==> src/intel_hex_record_encoder_core_defines.svh <==
// Assertion macros shared by the encoder
`ifndef INTEL_HEX_RECORD_ENCODER_CORE_DEFINES_SVH
`define INTEL_HEX_RECORD_ENCODER_CORE_DEFINES_SVH

// Implication checked each clock, off during reset
`define IHEX_ASSERT_IMP(lbl, clk, rstn, ante, cons, msg) \
    lbl: assert property (@(posedge clk) disable iff (!rstn) (ante) |-> (cons)) \
        else $error(msg);

// Invariant checked each clock, off during reset
`define IHEX_ASSERT_ALWAYS(lbl, clk, rstn, cond, msg) \
    lbl: assert property (@(posedge clk) disable iff (!rstn) (cond)) \
        else $error(msg);

`endif

==> src/ihex_pkg.sv <==
`timescale 1ns / 1ps

package ihex_pkg;

    localparam int STORE_AW = 5;
    localparam int EOF_LEN = 12;

    localparam logic [7:0] CHAR_COLON = 8'h3A;
    localparam logic [7:0] CHAR_NL    = 8'h0A;

    localparam logic [7:0] EOF_TEXT [EOF_LEN] = '{
        8'h3A, 8'h30, 8'h30, 8'h30, 8'h30, 8'h30,
        8'h30, 8'h30, 8'h30, 8'h30, 8'h30, 8'h0A
    };

    typedef enum logic [1:0] {
        MODE_DATA  = 2'd0,
        MODE_FLUSH = 2'd1,
        MODE_EOF   = 2'd2
    } mode_t;

    typedef enum logic [2:0] {
        ST_IDLE,
        ST_COLON,
        ST_HDR,
        ST_DATA,
        ST_SUM,
        ST_NL,
        ST_EOF
    } state_t;

    typedef struct packed {
        logic                we;
        logic [STORE_AW-1:0] waddr;
        logic [7:0]          wdata;
        logic                re;
        logic [STORE_AW-1:0] raddr;
    } store_req_t;

    function automatic logic [7:0] hex_char(input logic [3:0] nib);
        logic [7:0] c;
        if (nib < 4'd10) begin
            c = 8'h30 + {4'd0, nib};
        end else begin
            c = 8'h37 + {4'd0, nib};
        end
        return c;
    endfunction

endpackage

==> src/ihex_store.sv <==
`timescale 1ns / 1ps

module ihex_store
    import ihex_pkg::*;
#(
    parameter int DEPTH = 16
) (
    input  logic       aclk,
    input  store_req_t req,
    output logic [7:0] rd_data
);

    localparam int IDX_W = (DEPTH > 1) ? $clog2(DEPTH) : 1;

    logic [7:0] mem [DEPTH];
    logic [7:0] rd_data_reg;

    always_ff @(posedge aclk) begin
        if (req.we) begin
            mem[req.waddr[IDX_W-1:0]] <= req.wdata;
        end
        if (req.re) begin
            rd_data_reg <= mem[req.raddr[IDX_W-1:0]];
        end
    end

    assign rd_data = rd_data_reg;

endmodule

==> src/intel_hex_record_encoder_core.sv <==
// A word that closes a record is accepted in ST_IDLE; ST_COLON then loads its first character into the output register.
// Throughput: a record of N bytes streams 2N+12 characters at one per cycle unless m_tready stalls, end of file
// adds 12; a word that closes nothing is taken in ST_IDLE, which stays ready. The emit sequencer sets the rate.
// The next word is taken once the final character sits in the output register.
// Reset (aresetn low, synchronous): empty record at address 0, output enabled.
`timescale 1ns / 1ps
`include "intel_hex_record_encoder_core_defines.svh"

module intel_hex_record_encoder_core
    import ihex_pkg::*;
#(
    parameter int RECORD_BYTES = 16
) (
    input  logic        aclk,
    input  logic        aresetn,
    input  logic        cfg_we,
    input  logic        cfg_wdata,
    input  logic        s_tvalid,
    output logic        s_tready,
    input  logic [23:0] s_tdata,   // data_byte [7:0], address [23:8]
    input  logic [1:0]  s_tuser,   // mode [1:0]
    output logic        m_tvalid,
    input  logic        m_tready,
    output logic [7:0]  m_tdata,   // out_char [7:0]
    output logic        m_tlast
);

    localparam int IDX_W = (RECORD_BYTES > 1) ? $clog2(RECORD_BYTES) : 1;
    localparam int CNT_W = $clog2(RECORD_BYTES + 1);

    state_t             state_reg, state_next;
    logic               oe_reg;
    logic [CNT_W-1:0]   count_reg, count_next;
    logic [15:0]        load_addr_reg, load_addr_next;
    logic [7:0]         run_sum_reg, run_sum_next;
    logic [31:0]        hdr_reg, hdr_next;
    logic [7:0]         chk_reg, chk_next;
    logic [CNT_W-1:0]   emit_cnt_reg, emit_cnt_next;
    logic [IDX_W-1:0]   bidx_reg, bidx_next;
    logic               nib_reg, nib_next;
    logic [2:0]         hdr_cnt_reg, hdr_cnt_next;
    logic [3:0]         eof_idx_reg, eof_idx_next;
    logic               eof_pend_reg, eof_pend_next;
    logic               m_valid_reg, m_valid_next;
    logic [7:0]         m_data_reg, m_data_next;
    logic               m_last_reg, m_last_next;

    store_req_t         store_req;
    logic [7:0]         rd_data;

    logic               accept;
    logic               adv;
    logic [7:0]         in_byte;
    logic [15:0]        in_addr;
    logic [7:0]         sum_add;
    logic [CNT_W-1:0]   cnt_inc;
    logic [15:0]        new_addr;
    logic               do_close;
    logic               do_restart;

    assign in_byte  = s_tdata[7:0];
    assign in_addr  = s_tdata[23:8];
    assign s_tready = (state_reg == ST_IDLE);
    assign accept   = s_tvalid && s_tready;
    assign adv      = !m_valid_reg || m_tready;
    assign sum_add  = run_sum_reg + in_byte;
    assign cnt_inc  = count_reg + CNT_W'(1);

    ihex_store #(
        .DEPTH(RECORD_BYTES)
    ) u_store (
        .aclk   (aclk),
        .req    (store_req),
        .rd_data(rd_data)
    );

    always_ff @(posedge aclk) begin
        if (!aresetn) begin
            state_reg     <= ST_IDLE;
            oe_reg        <= 1'b1;
            count_reg     <= '0;
            load_addr_reg <= '0;
            run_sum_reg   <= '0;
            eof_pend_reg  <= 1'b0;
            m_valid_reg   <= 1'b0;
        end else begin
            state_reg     <= state_next;
            if (cfg_we) begin
                oe_reg <= cfg_wdata;
            end
            count_reg     <= count_next;
            load_addr_reg <= load_addr_next;
            run_sum_reg   <= run_sum_next;
            eof_pend_reg  <= eof_pend_next;
            m_valid_reg   <= m_valid_next;
        end
    end

    always_ff @(posedge aclk) begin
        hdr_reg      <= hdr_next;
        chk_reg      <= chk_next;
        emit_cnt_reg <= emit_cnt_next;
        bidx_reg     <= bidx_next;
        nib_reg      <= nib_next;
        hdr_cnt_reg  <= hdr_cnt_next;
        eof_idx_reg  <= eof_idx_next;
        m_data_reg   <= m_data_next;
        m_last_reg   <= m_last_next;
    end

    always_comb begin
        state_next     = state_reg;
        count_next     = count_reg;
        load_addr_next = load_addr_reg;
        run_sum_next   = run_sum_reg;
        hdr_next       = hdr_reg;
        chk_next       = chk_reg;
        emit_cnt_next  = emit_cnt_reg;
        bidx_next      = bidx_reg;
        nib_next       = nib_reg;
        hdr_cnt_next   = hdr_cnt_reg;
        eof_idx_next   = eof_idx_reg;
        eof_pend_next  = eof_pend_reg;
        m_valid_next   = m_valid_reg && !m_tready;
        m_data_next    = m_data_reg;
        m_last_next    = m_last_reg;
        store_req      = '0;
        do_close       = 1'b0;
        do_restart     = 1'b0;
        new_addr       = 16'd0;

        case (state_reg)
            ST_IDLE: begin
                if (accept && oe_reg) begin
                    case (mode_t'(s_tuser))
                        MODE_DATA: begin
                            store_req.we    = 1'b1;
                            store_req.waddr = STORE_AW'(count_reg[IDX_W-1:0]);
                            store_req.wdata = in_byte;
                            if (cnt_inc == CNT_W'(RECORD_BYTES)) begin
                                hdr_next      = {8'(cnt_inc), load_addr_reg, 8'h00};
                                chk_next      = 8'd0 - (sum_add + 8'(cnt_inc));
                                emit_cnt_next = cnt_inc;
                                eof_pend_next = 1'b0;
                                state_next    = ST_COLON;
                                do_restart    = 1'b1;
                                new_addr      = in_addr + 16'd1;
                            end else begin
                                count_next   = cnt_inc;
                                run_sum_next = sum_add;
                            end
                        end
                        MODE_FLUSH: begin
                            do_close      = (count_reg != '0);
                            do_restart    = 1'b1;
                            new_addr      = in_addr;
                            eof_pend_next = 1'b0;
                        end
                        MODE_EOF: begin
                            do_close      = (count_reg != '0);
                            do_restart    = 1'b1;
                            new_addr      = 16'd0;
                            eof_pend_next = 1'b1;
                            eof_idx_next  = 4'd0;
                            if (count_reg == '0) begin
                                state_next = ST_EOF;
                            end
                        end
                        default: begin
                        end
                    endcase
                    if (do_close) begin
                        hdr_next      = {8'(count_reg), load_addr_reg, 8'h00};
                        chk_next      = 8'd0 - (run_sum_reg + 8'(count_reg));
                        emit_cnt_next = count_reg;
                        state_next    = ST_COLON;
                    end
                    if (do_restart) begin
                        count_next     = '0;
                        load_addr_next = new_addr;
                        run_sum_next   = new_addr[15:8] + new_addr[7:0];
                    end
                end
            end
            ST_COLON: begin
                if (adv) begin
                    m_valid_next = 1'b1;
                    m_data_next  = CHAR_COLON;
                    m_last_next  = 1'b0;
                    hdr_cnt_next = 3'd0;
                    state_next   = ST_HDR;
                end
            end
            ST_HDR: begin
                if (adv) begin
                    m_valid_next = 1'b1;
                    m_data_next  = hex_char(hdr_reg[31:28]);
                    m_last_next  = 1'b0;
                    hdr_next     = {hdr_reg[27:0], 4'd0};
                    hdr_cnt_next = hdr_cnt_reg + 3'd1;
                    if (hdr_cnt_reg == 3'd7) begin
                        store_req.re    = 1'b1;
                        store_req.raddr = '0;
                        bidx_next       = '0;
                        nib_next        = 1'b0;
                        state_next      = ST_DATA;
                    end
                end
            end
            ST_DATA: begin
                if (adv) begin
                    m_valid_next = 1'b1;
                    m_last_next  = 1'b0;
                    if (!nib_reg) begin
                        m_data_next = hex_char(rd_data[7:4]);
                        nib_next    = 1'b1;
                    end else begin
                        m_data_next = hex_char(rd_data[3:0]);
                        nib_next    = 1'b0;
                        if (CNT_W'(bidx_reg) == emit_cnt_reg - CNT_W'(1)) begin
                            state_next = ST_SUM;
                        end else begin
                            bidx_next       = bidx_reg + IDX_W'(1);
                            store_req.re    = 1'b1;
                            store_req.raddr = STORE_AW'(bidx_next);
                        end
                    end
                end
            end
            ST_SUM: begin
                if (adv) begin
                    m_valid_next = 1'b1;
                    m_last_next  = 1'b0;
                    if (!nib_reg) begin
                        m_data_next = hex_char(chk_reg[7:4]);
                        nib_next    = 1'b1;
                    end else begin
                        m_data_next = hex_char(chk_reg[3:0]);
                        nib_next    = 1'b0;
                        state_next  = ST_NL;
                    end
                end
            end
            ST_NL: begin
                if (adv) begin
                    m_valid_next = 1'b1;
                    m_data_next  = CHAR_NL;
                    m_last_next  = !eof_pend_reg;
                    eof_idx_next = 4'd0;
                    state_next   = eof_pend_reg ? ST_EOF : ST_IDLE;
                end
            end
            ST_EOF: begin
                if (adv) begin
                    m_valid_next = 1'b1;
                    m_data_next  = EOF_TEXT[eof_idx_reg];
                    m_last_next  = (eof_idx_reg == 4'(EOF_LEN - 1));
                    eof_idx_next = eof_idx_reg + 4'd1;
                    if (eof_idx_reg == 4'(EOF_LEN - 1)) begin
                        eof_pend_next = 1'b0;
                        state_next    = ST_IDLE;
                    end
                end
            end
            default: begin
                state_next = ST_IDLE;
            end
        endcase
    end

    assign m_tvalid = m_valid_reg;
    assign m_tdata  = m_data_reg;
    assign m_tlast  = m_last_reg;

    `IHEX_ASSERT_ALWAYS(a_count_below_full, aclk, aresetn, count_reg < CNT_W'(RECORD_BYTES), "open record holds a full count")
    `IHEX_ASSERT_IMP(a_emit_nonempty, aclk, aresetn, state_reg == ST_DATA, emit_cnt_reg != '0, "data emission for an empty record")
    `IHEX_ASSERT_IMP(a_last_is_newline, aclk, aresetn, m_valid_reg && m_last_reg, m_data_reg == CHAR_NL, "final character is not a newline")
    `IHEX_ASSERT_IMP(a_read_when_emitting, aclk, aresetn, store_req.re, state_reg == ST_HDR || state_reg == ST_DATA, "store read outside record emission")

endmodule

==> config.mk <==
export PLATFORM = sky130hd
export DESIGN_NAME = intel_hex_record_encoder_core
export DESIGN_NICKNAME = d
export VERILOG_FILES = /design/src/ihex_pkg.sv /design/src/ihex_store.sv /design/src/intel_hex_record_encoder_core.sv
export VERILOG_INCLUDE_DIRS = /design/src /design/src/src
export SDC_FILE = /design/constraint.sdc
export NUM_CORES = 1
export LEC_CHECK = 0
export ABC_AREA = 1
export BUFFER_PORTS_ARGS = -buffer_cell sky130_fd_sc_hd__buf_2
export CAP_MARGIN = 5
export CORE_ASPECT_RATIO = 0.5
export CORE_MARGIN = 2
export CORE_UTILIZATION = 45
export CTS_CLUSTER_DIAMETER = 40
export CTS_CLUSTER_SIZE = 14
export DETAILED_ROUTE_END_ITERATION = 10
export PLACE_DENSITY = 0.6
export SYNTH_ARGS = -nofsm -noshare
export SYNTH_HDL_FRONTEND = slang
export SYNTH_SLANG_ARGS = --single-unit
==> constraint.sdc <==
create_clock -name aclk -period 6.08 [get_ports aclk]
set_input_delay 0.304 -clock aclk [delete_from_list [all_inputs] [get_ports aclk]]
set_output_delay 0.304 -clock aclk [all_outputs]
set_load 0.1 [all_outputs]
==> flow_metrics.tcl <==
set metrics [dict create \
    multi_input_area_sq_um 4840 \
    yosysTopAreaCellShare_pct 46.5 \
    r2r_end "run_sum_reg[6]" \
    synth.most_common_cell "nand2_1" \
    yosysSeqAreaShare_pct 52.1 \
    cts_tree "built" \
    p_per_area_nw_per_um2 386 \
    largest_reg_flops 128 \
    finalSetupViolCount 0 \
    cp_cell_sequence "ha_1 > inv_1 > nand2_1 > nand2_1 > nor2_1 > nand4_1 > o21ai_0 > ha_1 > inv_1 > fa_1 > o21ai_0 > a21oi_1 > nor2_1 > nor2_1 > xnor2_1 > nand2_1 > o21ai_0 > o21ai_0 > inv_1" \
    clock.fmax_mhz 251 \
    drt-pass1-iter-count 6 \
    mappedNetlistNets 1528 \
    yosys_warnings 0 \
    critPathLaunchType "flip-flop" \
    ys_top_cells_by_count "266 x nand2_1, 239 x inv_1, 193 x edfxtp_1" \
    first_global_vias 9123 \
    crit_top_cell "o21ai_0" \
    slew_headroom_pct 16.9 \
    layout-drive-gt1-share_pct 9.43 \
    hold-path-cell-count 3 \
    ant_nets 0 \
    synth_cell_types 45 \
    reg2regPathDepth 19 \
    drv_cap 0 \
    areaGrowthSynthToFinish_pct 11.8 \
    die_area_sq_um 29100 \
    hold_start "aresetn" \
    antenna_found_initial 0 \
    register_area_sq_um 6500 \
    fin_nets 1571 \
    finalHoldViolCount 0 \
    drtIter0Drc 908 \
    grt_max_degree 65 \
    fin_crit_sh_pct 65.5 \
    synth_area_leaders "edfxtp_1 46%, nand2_1 8.0%, inv_1 7.2%, ha_1 5.7%, dfxtp_1 5.6%" \
    placedCellCount 1828 \
    gp_congestion 0.882 \
    finalClockSkew_ns 0.0299 \
    crit_arrival_ns 4.41 \
    final.setup.tns_ns 0 \
    ys_ff_latch 228 \
    stdcell_count 1878 \
    crit_start "count_reg[0]" \
    start_util_pct 45.4 \
    synthArstFlopShare_pct 0 \
    status "completed" \
    coreArea_sq_um 27500 \
    reg2reg_from "count_reg[0]" \
    p_leak_nw 6.10 \
    synth_ff_type "edfxtp_1" \
    cts_resized 0 \
    rsz0062_at_grt "false" \
    io_pins 43 \
    cts_root_buffer "clkbuf_16" \
    min_to "state_reg[2]" \
    wl_per_cell_um 16.2 \
    clk_path_buf_depth 3 \
    grt_pass1_wl_um 48800 \
    hold_buffers 2 \
    insertion_delay_ns 0.56 \
    cts-buffers-inserted 27 \
    finalMaxSlewViolations 0 \
    required_ns 6.50 \
    antenna_cells 0 \
    cts_sinks 228 \
    period_needed_ns 3.99 \
    syn_area_sq_um 12500 \
    cpMaxStageDelayCell "nand4_1" \
    port_buffers 41 \
    cts-htree-levels 1 \
    ir_worst_vdd_uv 352 \
    rows 43 \
    num_vias 9597 \
    drc 0 \
    clkTransAtPathRegs_ns 0.06 \
    syn_avg_cell_area_sq_um 8.69 \
    routed_wl_um 30500 \
    reg2reg_slack_ns 2.09 \
    placed_area_sq_um 13100 \
    hp-class "in -> reg" \
    post-route-cell-area_sq_um 13900 \
    dp_hpwl_um 21600 \
    path_class "reg -> reg" \
    yosysTopAreaCell "edfxtp_1" \
    crit_fanout 12 \
    synth_edf_count 193 \
    n_fill_cell 2547 \
    netlist_instances 1435 \
    cp-end-kind "flip-flop" \
    avgViaCountPerCell 5.11 \
    overflow 0 \
    grt.total_usage_pct 21.6 \
    slowest_delay_ns 0.54 \
    die_h_um 122 \
    die_x_um 239 \
    tightestPinTransition_ns 1.24 \
    cts_setup_buffers 0 \
]
stage by stage:
| stage | hold slack, ns | setup WS [ns] | utilization (%) | total power, mW |
|---|---|---|---|---|
| 6_report | 0.184 | 2.09 | 50.7 | 5.38 |
| 5_1_grt | 0.188 | 1.70 | 50.7 | 5.71 |
| 4_1_cts | 0.162 | 2.12 | 50.7 | 5.40 |
| 3_5_place_dp | 0.477 | 2.02 | 47.5 | 3.86 |
| 3_3_place_gp | 0.465 | 2.10 | 47.5 | 3.83 |
| 2_1_floorplan | 0.404 | 2.55 | - | 3.41 |
power by group:
group / leakage [nW] / internal, mW / switching [mW]
registers: 2.09 / 1.95 / 0.102
logic: 3.61 / 0.517 / 1.28
clock network: 0.402 / 0.838 / 0.693
routing by layer:
layer	up-vias	wire, um	global-route usage (%)
li1	4831	-	-
met1	4480	14400	30.6
met2	237	13800	34.8
met3	49	1530	3.33
met4	0	749	6.13
met5	-	0	0
logic make-up after synthesis:
family	synth area share, %
compound gates	9.58
xor+xnor	1.83
buf+inv	9.16
simple gates	20.9
flops	52.1
other cells	0.0301
fa+ha+maj	6.36
mux	0.0803
critical path: cells and delay by family, from the launching register on:
| family | cells | cell delay, ns |
|---|---|---|
| AO/OA/AOI/OAI | 5 | 1.09 |
| XOR/XNOR | 1 | 0.12 |
| buffers and inverters | 3 | 0.15 |
| adder cells (fa/ha/maj) | 3 | 0.90 |
| flip-flops | 1 | 0.53 |
| AND/OR/NAND/NOR | 7 | 1.07 |
worst max path at each step:
| stage | end | slack (ns) | depth (start not counted) |
|---|---|---|---|
| after floorplan | hdr_reg[10] | 2.55 | 5 |
| after global placement | run_sum_reg[6] | 2.10 | 17 |
| after detailed placement | run_sum_reg[6] | 2.02 | 17 |
| after CTS | run_sum_reg[6] | 2.12 | 19 |
| after global routing | run_sum_reg[6] | 1.70 | 19 |
| final | run_sum_reg[6] | 2.09 | 19 |
placed cells by master (no fill, tap or decap), types with 4 or more instances in the layout:
cell        count
xnor2_1         8
inv_1         239
inv_2          10
o211ai_1        7
nand2_1       266
a31oi_1        10
o21ai_0       118
clkinv_1        5
a211oi_1        7
nor3_1         11
nor2_1        153
xor2_1         18
clkbuf_16      27
fa_1            4
clkinvlp_4      4
buf_2          41
ha_1           57
a21oi_1        50
dfxtp_1        35
or2_2          21
edfxtp_1      193
nand3_1       132
o22ai_1        10
buf_4          14
nand4_1        12
final cells by class:
class                   count  area share (%)
clock buffers              28            4.87
clock inverters            19            1.21
inverters                 250            6.73
multi-input cells         913            34.7
flip-flops and latches    228            46.6
well taps                 382            3.43
repair buffers             58            2.45
(Power assumes the default switching activity.)
